[src/rtl/fps_pkg.sv]
`timescale 1ns / 1ps
`default_nettype none
// ----------------------------------------------------------------------------
// fps_pkg
// Shared types, codes and the phase entry function of the flight phase
// sequencer.
// ----------------------------------------------------------------------------
package fps_pkg;

    // Phase codes.
    localparam logic [2:0] PH_SAFETY    = 3'd0;
    localparam logic [2:0] PH_READY     = 3'd1;
    localparam logic [2:0] PH_BURNING   = 3'd2;
    localparam logic [2:0] PH_FLIGHT    = 3'd3;
    localparam logic [2:0] PH_SEP       = 3'd4;
    localparam logic [2:0] PH_LANDED    = 3'd5;
    localparam logic [2:0] PH_EMERGENCY = 3'd6;

    // Separation cause codes.
    localparam logic [1:0] CAUSE_NONE    = 2'd0;
    localparam logic [1:0] CAUSE_TIMEOUT = 2'd1;
    localparam logic [1:0] CAUSE_APEX    = 2'd2;
    localparam logic [1:0] CAUSE_COMMAND = 2'd3;

    // Event kinds.
    localparam logic [2:0] REQ_PIN     = 3'd0;
    localparam logic [2:0] REQ_FLIGHT  = 3'd1;
    localparam logic [2:0] REQ_SEP     = 3'd2;
    localparam logic [2:0] REQ_APEX    = 3'd3;
    localparam logic [2:0] REQ_MISSION = 3'd4;
    localparam logic [2:0] REQ_CMD     = 3'd5;

    // Uplink command codes.
    localparam logic [7:0] CMD_BACK      = 8'd0;
    localparam logic [7:0] CMD_FORWARD   = 8'd1;
    localparam logic [7:0] CMD_EMERGENCY = 8'd6;

    // Configuration register indexes.
    localparam logic [2:0] REG_BURN_TICKS   = 3'd0;
    localparam logic [2:0] REG_APEX_TIMEOUT = 3'd1;
    localparam logic [2:0] REG_SEP_HOLD     = 3'd2;
    localparam logic [2:0] REG_NODE_ID      = 3'd3;
    localparam logic [2:0] REG_RISE_COUNT   = 3'd4;

    localparam int ADDR_W = 5;
    localparam int IN_W   = 48;
    localparam int OUT_W  = 64;

    typedef struct packed {
        logic [15:0] burn_ticks;
        logic [15:0] apex_timeout_ticks;
        logic [15:0] sep_hold_ticks;
        logic [7:0]  own_node_id;
        logic [3:0]  apex_rise_count;
    } fps_cfg_t;

    typedef struct packed {
        logic [2:0]  phase;
        logic [1:0]  cause;
        logic        sep_drive;
        logic        pin_watch_on;
        logic        flight_timer_on;
        logic        sep_timer_on;
        logic        apex_watch_on;
        logic [15:0] mission_count;
        logic [31:0] flight_count;
        logic [31:0] sep_count;
        logic [3:0]  rise_count;
        logic [24:0] last_pressure;
    } fps_state_t;

    typedef struct packed {
        logic [2:0]  req_type;
        logic        launch_pin_level;
        logic [24:0] pressure_sample;
        logic [7:0]  dest_node;
        logic [7:0]  command_code;
    } fps_event_t;

    // Moves to a new phase; a real change of phase runs that phase's entry action.
    function automatic fps_state_t go_phase(input fps_state_t cur, input logic [2:0] nxt);
        fps_state_t s;
        s = cur;
        if (nxt != cur.phase)
        begin
            s.phase = nxt;
            case (nxt)
                PH_READY:   s.pin_watch_on = 1'b1;
                PH_BURNING: s.flight_timer_on = 1'b1;
                PH_FLIGHT:  s.apex_watch_on = 1'b1;
                PH_SEP:
                begin
                    s.sep_drive    = 1'b1;
                    s.sep_timer_on = 1'b1;
                end
                default: ;
            endcase
        end
        return s;
    endfunction

endpackage
`default_nettype wire

[src/rtl/fps_cfg.sv]
`timescale 1ns / 1ps
`default_nettype none
// ----------------------------------------------------------------------------
// fps_cfg
// APB-style configuration register file for the flight phase sequencer.
// ----------------------------------------------------------------------------
module fps_cfg
    import fps_pkg::*;
(
    input  wire logic              clk,
    input  wire logic              rst_n,
    input  wire logic              psel,
    input  wire logic              penable,
    input  wire logic              pwrite,
    input  wire logic [ADDR_W-1:0] paddr,
    input  wire logic [31:0]       pwdata,
    output logic      [31:0]       prdata,
    output logic                   pready,
    output fps_cfg_t               cfg
);

    fps_cfg_t   cfg_reg;
    logic       wr_en;
    logic [2:0] reg_idx;

    assign pready  = 1'b1;
    assign wr_en   = psel & penable & pwrite & pready;
    assign reg_idx = paddr[ADDR_W-1:2];
    assign cfg     = cfg_reg;

    always_ff @(posedge clk or negedge rst_n)
    begin
        if (!rst_n)
        begin
            cfg_reg.burn_ticks         <= 16'd30;
            cfg_reg.apex_timeout_ticks <= 16'd150;
            cfg_reg.sep_hold_ticks     <= 16'd50;
            cfg_reg.own_node_id        <= 8'd3;
            cfg_reg.apex_rise_count    <= 4'd10;
        end
        else if (wr_en)
        begin
            case (reg_idx)
                REG_BURN_TICKS:   cfg_reg.burn_ticks         <= pwdata[15:0];
                REG_APEX_TIMEOUT: cfg_reg.apex_timeout_ticks <= pwdata[15:0];
                REG_SEP_HOLD:     cfg_reg.sep_hold_ticks     <= pwdata[15:0];
                REG_NODE_ID:      cfg_reg.own_node_id        <= pwdata[7:0];
                REG_RISE_COUNT:   cfg_reg.apex_rise_count    <= pwdata[3:0];
                default: ;
            endcase
        end
    end

    always_comb
    begin
        case (reg_idx)
            REG_BURN_TICKS:   prdata = {16'd0, cfg_reg.burn_ticks};
            REG_APEX_TIMEOUT: prdata = {16'd0, cfg_reg.apex_timeout_ticks};
            REG_SEP_HOLD:     prdata = {16'd0, cfg_reg.sep_hold_ticks};
            REG_NODE_ID:      prdata = {24'd0, cfg_reg.own_node_id};
            REG_RISE_COUNT:   prdata = {28'd0, cfg_reg.apex_rise_count};
            default:          prdata = 32'd0;
        endcase
    end

endmodule
`default_nettype wire

[src/rtl/fps_core.sv]
`timescale 1ns / 1ps
`default_nettype none
// ----------------------------------------------------------------------------
// fps_core
// Next-state logic: applies one event to the sequencer state.
// ----------------------------------------------------------------------------
module fps_core
    import fps_pkg::*;
(
    input  wire fps_cfg_t   cfg,
    input  wire fps_state_t cur,
    input  wire fps_event_t ev,
    output fps_state_t      nxt
);

    always_comb
    begin
        fps_state_t s;
        s = cur;
        case (ev.req_type)
            REQ_PIN:
            begin
                if (s.pin_watch_on && ev.launch_pin_level)
                begin
                    s.pin_watch_on = 1'b0;
                    s = go_phase(s, PH_BURNING);
                end
            end
            REQ_FLIGHT:
            begin
                if (s.flight_timer_on)
                begin
                    s.flight_count = s.flight_count + 32'd1;
                    if (s.phase == PH_BURNING)
                    begin
                        if (s.flight_count >= {16'd0, cfg.burn_ticks})
                            s = go_phase(s, PH_FLIGHT);
                    end
                    else if (s.phase == PH_FLIGHT)
                    begin
                        if (s.flight_count >= {16'd0, cfg.apex_timeout_ticks})
                        begin
                            s = go_phase(s, PH_SEP);
                            s.cause = CAUSE_TIMEOUT;
                        end
                    end
                end
            end
            REQ_SEP:
            begin
                if (s.sep_timer_on)
                begin
                    s.sep_count = s.sep_count + 32'd1;
                    if (s.phase == PH_SEP && s.sep_count >= {16'd0, cfg.sep_hold_ticks})
                    begin
                        s.sep_timer_on = 1'b0;
                        s.sep_drive    = 1'b0;
                        s = go_phase(s, PH_LANDED);
                    end
                end
            end
            REQ_APEX:
            begin
                if (s.apex_watch_on && s.phase == PH_FLIGHT)
                begin
                    if (s.last_pressure <= ev.pressure_sample)
                    begin
                        s.rise_count = s.rise_count + 4'd1;
                        if (s.rise_count >= cfg.apex_rise_count)
                        begin
                            s.apex_watch_on = 1'b0;
                            s = go_phase(s, PH_SEP);
                            s.cause      = CAUSE_APEX;
                            s.rise_count = 4'd0;
                        end
                    end
                    else
                    begin
                        s.rise_count = 4'd0;
                    end
                    s.last_pressure = ev.pressure_sample;
                end
            end
            REQ_MISSION:
            begin
                s.mission_count = s.mission_count + 16'd1;
            end
            REQ_CMD:
            begin
                if (ev.dest_node == cfg.own_node_id)
                begin
                    case (ev.command_code)
                        CMD_BACK:
                        begin
                            if (cur.phase == PH_READY)
                                s = go_phase(s, PH_SAFETY);
                            else if (cur.phase == PH_BURNING)
                                s = go_phase(s, PH_READY);
                            else if (cur.phase == PH_LANDED)
                                s = go_phase(s, PH_SEP);
                        end
                        CMD_FORWARD:
                        begin
                            if (cur.phase == PH_SAFETY)
                                s = go_phase(s, PH_READY);
                            else if (cur.phase == PH_FLIGHT)
                            begin
                                s = go_phase(s, PH_SEP);
                                s.cause = CAUSE_COMMAND;
                            end
                            else if (cur.phase == PH_LANDED)
                                s = go_phase(s, PH_EMERGENCY);
                            else if (cur.phase == PH_EMERGENCY)
                            begin
                                s = go_phase(s, PH_SAFETY);
                                s.flight_timer_on = 1'b0;
                                s.flight_count    = 32'd0;
                            end
                        end
                        CMD_EMERGENCY:
                        begin
                            if (cur.phase != PH_SAFETY)
                                s = go_phase(s, PH_EMERGENCY);
                        end
                        default: ;
                    endcase
                end
            end
            default: ;
        endcase
        nxt = s;
    end

endmodule
`default_nettype wire

[src/rtl/fps_skid.sv]
`timescale 1ns / 1ps
`default_nettype none
// ----------------------------------------------------------------------------
// fps_skid
// Two-entry result buffer: an output register backed by one skid register.
// ----------------------------------------------------------------------------
module fps_skid
    import fps_pkg::*;
(
    input  wire logic             clk,
    input  wire logic             rst_n,
    input  wire logic             in_valid,
    output logic                  in_ready,
    input  wire logic [OUT_W-1:0] in_data,
    output logic                  out_valid,
    input  wire logic             out_ready,
    output logic      [OUT_W-1:0] out_data
);

    logic             out_valid_reg;
    logic             out_valid_next;
    logic             skid_valid_reg;
    logic             skid_valid_next;
    logic [OUT_W-1:0] out_data_reg;
    logic [OUT_W-1:0] out_data_next;
    logic [OUT_W-1:0] skid_data_reg;
    logic [OUT_W-1:0] skid_data_next;
    logic             push;
    logic             pop;

    assign in_ready  = !skid_valid_reg;
    assign out_valid = out_valid_reg;
    assign out_data  = out_data_reg;
    assign push      = in_valid & in_ready;
    assign pop       = out_valid_reg & out_ready;

    always_comb
    begin
        out_valid_next  = out_valid_reg;
        skid_valid_next = skid_valid_reg;
        out_data_next   = out_data_reg;
        skid_data_next  = skid_data_reg;
        if (skid_valid_reg)
        begin
            if (pop)
            begin
                out_data_next   = skid_data_reg;
                skid_valid_next = 1'b0;
            end
        end
        else if (push)
        begin
            if (out_valid_reg && !out_ready)
            begin
                skid_data_next  = in_data;
                skid_valid_next = 1'b1;
            end
            else
            begin
                out_data_next  = in_data;
                out_valid_next = 1'b1;
            end
        end
        else if (pop)
        begin
            out_valid_next = 1'b0;
        end
    end

    always_ff @(posedge clk or negedge rst_n)
    begin
        if (!rst_n)
        begin
            out_valid_reg  <= 1'b0;
            skid_valid_reg <= 1'b0;
        end
        else
        begin
            out_valid_reg  <= out_valid_next;
            skid_valid_reg <= skid_valid_next;
        end
    end

    always_ff @(posedge clk)
    begin
        out_data_reg  <= out_data_next;
        skid_data_reg <= skid_data_next;
    end

endmodule
`default_nettype wire

[src/rtl/flight_phase_sequencer.sv]
`timescale 1ns / 1ps
`default_nettype none
// The result of an accepted event is registered in the result buffer before m_tdata.
// Throughput: one event per cycle while s_tready is high; the state update loop sets this.
// A two-entry result buffer keeps s_tready high while one result waits on m_tready.
// Reset (rst_n, asynchronous, active low) puts the sequencer in the safety phase with
// all watchers off and counters zero, and loads the register defaults.
// ----------------------------------------------------------------------------
// flight_phase_sequencer
// Rocket flight phase sequencer: steps through safety, ready, burning, flight,
// separation, landed and emergency in response to one event per transaction.
// ----------------------------------------------------------------------------
module flight_phase_sequencer
    import fps_pkg::*;
(
    input  wire logic              clk,
    input  wire logic              rst_n,
    // Event stream.
    input  wire logic              s_tvalid,
    output logic                   s_tready,
    // [0] launch_pin_level, [25:1] pressure_sample, [33:26] dest_node,
    // [41:34] command_code, [47:42] zero.
    input  wire logic [IN_W-1:0]   s_tdata,
    // [2:0] req_type.
    input  wire logic [2:0]        s_tuser,
    // Result stream.
    output logic                   m_tvalid,
    input  wire logic              m_tready,
    // [2:0] phase, [4:3] sep_cause, [5] sep_output, [21:6] mission_ticks,
    // [53:22] flight_ticks, [57:54] rise_run, [63:58] zero.
    output logic      [OUT_W-1:0]  m_tdata,
    // Configuration port.
    input  wire logic              psel,
    input  wire logic              penable,
    input  wire logic              pwrite,
    input  wire logic [ADDR_W-1:0] paddr,
    input  wire logic [31:0]       pwdata,
    output logic      [31:0]       prdata,
    output logic                   pready
);

    fps_cfg_t         cfg;
    fps_state_t       state_reg;
    fps_state_t       state_next;
    fps_event_t       ev;
    logic             accept;
    logic [OUT_W-1:0] result;

    // Register file.
    fps_cfg u_cfg (
        .clk     (clk),
        .rst_n   (rst_n),
        .psel    (psel),
        .penable (penable),
        .pwrite  (pwrite),
        .paddr   (paddr),
        .pwdata  (pwdata),
        .prdata  (prdata),
        .pready  (pready),
        .cfg     (cfg)
    );

    // Unpack the event from the stream payload.
    assign ev.req_type         = s_tuser;
    assign ev.launch_pin_level = s_tdata[0];
    assign ev.pressure_sample  = s_tdata[25:1];
    assign ev.dest_node        = s_tdata[33:26];
    assign ev.command_code     = s_tdata[41:34];

    // The whole event is applied by the combinational next-state logic.
    fps_core u_core (
        .cfg (cfg),
        .cur (state_reg),
        .ev  (ev),
        .nxt (state_next)
    );

    assign accept = s_tvalid & s_tready;

    // Sequencer state only moves on an accepted transaction.
    always_ff @(posedge clk or negedge rst_n)
    begin
        if (!rst_n)
        begin
            state_reg <= '0;
        end
        else if (accept)
        begin
            state_reg <= state_next;
        end
    end

    // The result reflects the state after the event has been applied.
    assign result = {6'd0,
                     state_next.rise_count,
                     state_next.flight_count,
                     state_next.mission_count,
                     state_next.sep_drive,
                     state_next.cause,
                     state_next.phase};

    fps_skid u_skid (
        .clk       (clk),
        .rst_n     (rst_n),
        .in_valid  (s_tvalid),
        .in_ready  (s_tready),
        .in_data   (result),
        .out_valid (m_tvalid),
        .out_ready (m_tready),
        .out_data  (m_tdata)
    );

endmodule
`default_nettype wire
[config.mk]
export PLATFORM = sky130hd
export DESIGN_NAME = flight_phase_sequencer
export DESIGN_NICKNAME = d
export VERILOG_FILES = /design/src/rtl/fps_pkg.sv /design/src/rtl/fps_cfg.sv /design/src/rtl/fps_core.sv /design/src/rtl/fps_skid.sv /design/src/rtl/flight_phase_sequencer.sv
export SDC_FILE = /design/constraint.sdc
export NUM_CORES = 1
export LEC_CHECK = 0
export BUFFER_PORTS_ARGS = -buffer_cell sky130_fd_sc_hd__buf_4
export CORE_AREA = 4 4 175 194
export DETAILED_ROUTE_END_ITERATION = 6
export DIE_AREA = 0 0 179 198
export PLACE_DENSITY = 0.76
export REMOVE_ABC_BUFFERS = 1
export SLEW_MARGIN = 25
export SYNTH_ARGS = -nofsm -noshare
export SYNTH_HDL_FRONTEND = slang
export SYNTH_SLANG_ARGS = --single-unit
[constraint.sdc]
create_clock -name clk -period 4.55 [get_ports clk]
set_input_delay 0.2275 -clock clk [delete_from_list [all_inputs] [get_ports clk]]
set_output_delay 0.2275 -clock clk [all_outputs]
set_load 0.005 [all_outputs]
==> summary.txt <==
Floorplan
  – IO Pins: 194
  – Die Y-Extent: 198 µm
  – Core Rows: 69
  – Initial Util: 0.530
  – Core Area: 32000 µm²
  – Die ar.: 35400 µm²
  – Chip Width: 179 µm

Critical path
  – Reg2reg start: state_reg[29]
  – CP Max Fanout: 5
  – Worst Reg2Reg Path Length in Cells: 13
  – CP Capture Type: flop
  – Top delay family on crit path: simple AND/OR/NAND/NOR gates
  – WP buf/inv: 0
  – Crit path launch: state_reg[29]
  – WP data required: 4.83 ns
  – CP endpoint: u_skid.out_data[0]
  – Critical path type: reg -> reg
  – Worst R2R Setup Slack: 0.38 ns
  – CP max-delay cell: or4_1
  – Crit path arrival time: 4.45 ns
  – Startpoint Class: flop
  – CP Depth: 13
  – Slowest stage delay, CP: 0.54 ns
  – Reg-to-reg endpoint: u_skid.out_data[0]
  – Crit-path cells: ha_1 -> nand3_1 -> nor4_2 -> or3b_1 -> xnor2_1 -> ha_1 -> o21ai_0 -> nor2_1 -> a211o_1 -> or4_1 -> or4_1 -> a211oi_2 -> a31oi_1

Final layout
  – Number of inserted diodes: 0
  – Final Net Count: 2024
  – Reg area: 8030 µm²
  – P&R area growth vs syn: 17.8%
  – Share of cells above drive strength 1: 0.200
  – Final core utilization: 0.625
  – Multi-input gate area: 8200 µm²
  – Largest register FFs: 119
  – Fill cell count: 2511

Timing
  – Tmin final: 4.17 ns
  – RSZ-0062 raised after global routing: no
  – Hold Violations, Final: 0
  – Relative slew slack: 0.361
  – Peak Freq: 240 MHz
  – Clock skew: 0.0215 ns
  – # setup viols final: 0
  – Worst slew pin tran: 0.956 ns
  – Period Utilization, post-route: 0.915
  – Fin. max-slew vios: 0

Global routing
  – GRT Residual Overflow: 0
  – GRT met3 Usage: 0.0405
  – Initial antenna violation count: 0
  – Largest net degree at the start of global routing: 111
  – Most Used Layer, Global Route: met2
  – Total track usage: 0.232
  – Vias in the first global route: 13.1k
  – First-pass GRT wire length: 67000 µm
  – GR met2 Demand/Resource: 0.377
  – Met1 Usage GRT: 0.320

Route
  – DRC viols: 0
  – Vias: 13.3k
  – DR iter-0 viols: 1027
  – Pre-antenna DRT Iters: 7
  – Overall routed net length: 41100 µm
  – Vias per cell: 5.77
  – Wire length per cell: 17.9 µm
  – Antenna Violating Nets Remaining: 0

Pwr
  – Pleak: 8.99 nW
  – PD cells: 404 nW/µm²
  – Maximum VDD drop: 281 µV
  – Overall Power: 0.00809 W

Clock network
  – CTS clk-pin slew, worst paths: 0.06 ns
  – CTS tree: built
  – CTS Root Cell: clkbuf_16
  – CTS Buffer Depth: 3
  – Worst skew pair latency: 0.57 ns
  – Clock sink count: 297
  – Num CTS Buffers: 30
  – # H-tree levels: 1

Flow run
  – MaxCap Viol Count: 0

Placement
  – RePlAce Congestion: 0.935
  – DP Wirelength: 28400 µm
  – PortBufs: 146

Synth
  – FFs w/ async S/R, synth: 0.609
  – Ys Warns: 0
  – Post-Syn Instances: 1686
  – Register area share after synthesis: 0.473
  – Share of the synthesized area in the top cell type: 0.244
  – Seq cells post-synth: 297
  – Area leader, netlist: dfrtp_1
  – Ys flop type: dfrtp_1
  – Top post-synthesis cells by area: dfrtp_1 24%, edfxtp_1 21%, mux2_2 7.5%, ha_1 6.0%, nand2_1 4.6%
  – Avg Cell Area, Syn: 10.1 µm²
  – Netlist cell types: 82
  – Cell Area, Synth: 17000 µm²
  – EDFF count, synth: 116

Min path
  – Min-delay src: s_tuser[1]
  – Hold Crit Class: in -> reg

Status
  – Status: finished clean
kinds of logic (layout without fill, tap and decap cells):
group	Yosys count	count (layout)	synth area share
other	2	23	0.000442
and+or+nand+nor	579	579	0.167
adders and majority gates	81	81	0.0597
muxes	135	135	0.0908
DFF	297	297	0.473
buffers and inverters	202	367	0.0505
AOI/OAI and AO/OA	287	287	0.106
xor gates and xnor gates	103	103	0.0531
how the worst min path moves through the flow:
stage / endpoint / slack [ns] / cells past startpoint
6_report: state_reg[109] / 0.06 / 2
5_1_grt: state_reg[109] / 0.08 / 2
4_1_cts: state_reg[109] / 0.03 / 2
3_5_place_dp: state_reg[48] / 0.31 / 1
3_3_place_gp: state_reg[49] / 0.30 / 1
2_1_floorplan: state_reg[0] / -0.07 / 0
per-stage QoR:
stage	hold WS (ns)	worst slack, ns	std cells	instance area, µm²	TNS (ns)
3_5_place_dp	0.308	0.301	2194	18400	0
3_3_place_gp	0.302	0.327	2194	18400	0
6_report	0.0622	0.385	2298	20000	0
2_1_floorplan	-0.0681	-1.39	1600	16600	-80.63
4_1_cts	0.0284	0.290	2296	20000	0
5_1_grt	0.0773	0.0431	2298	20000	0
synthesized netlist by cell type (all sizes together), types with 36 or more instances:
| master | number |
|---|---|
| nand2 | 206 |
| dfrtp | 166 |
| clkbuf | 71 |
| edfxtp | 116 |
| a21oi | 51 |
| nand3 | 80 |
| inv | 93 |
| nor2 | 105 |
| mux2 | 113 |
| o21ai | 108 |
| xor2 | 46 |
| ha | 81 |
| buf | 36 |
| xnor2 | 57 |
repair_timing:
action | 4_1_cts | 5_1_grt
gates resized for setup | 0 | 1
hold buffers | 46 | 0
endpoints found under the setup margin | 0 | 5
setup buffers | 0 | 2
endpoints found under the hold margin | 158 | 0
placed cells by master (no fill, tap or decap), drive strengths merged, types with 18 or more instances in the layout:
master,count
a21oi,51
ha,81
nor3,28
nand2,206
xnor2,57
dfrtp,166
nor2,105
mux2,113
clkbuf,36
nand4,30
dlygate4sd3,46
xor2,46
o31ai,21
buf,170
nand3,80
a31oi,22
mux2i,18
edfxtp,116
inv,94
o21ai,108
and3,19
conb,23
layer usage:
metal	part of all wire	wire, µm
met2	0.47	19500
met1	0.43	17900
met4	0.026	1070
met5	0	0
met3	0.066	2730
cell type report:
| type | instances | share of cell area |
|---|---|---|
| multi-input combinational | 1208 | 0.410 |
| sequential | 297 | 0.401 |
| timing repair buffer | 216 | 0.0882 |
| clock buffer | 36 | 0.0401 |
| tap | 426 | 0.0266 |
| inverter | 95 | 0.0178 |
| clock inverter | 20 | 0.0161 |
power breakdown:
| part | internal (W) | leakage (nW) | switching, W | total [W] |
|---|---|---|---|---|
| registers | 0.00333 | 3.48 | 0.000243 | 0.00357 |
| clock network | 0.00171 | 0.539 | 0.00106 | 0.00278 |
| logic | 0.000819 | 4.97 | 0.000924 | 0.00174 |
Power figures use the tool's default switching activity.
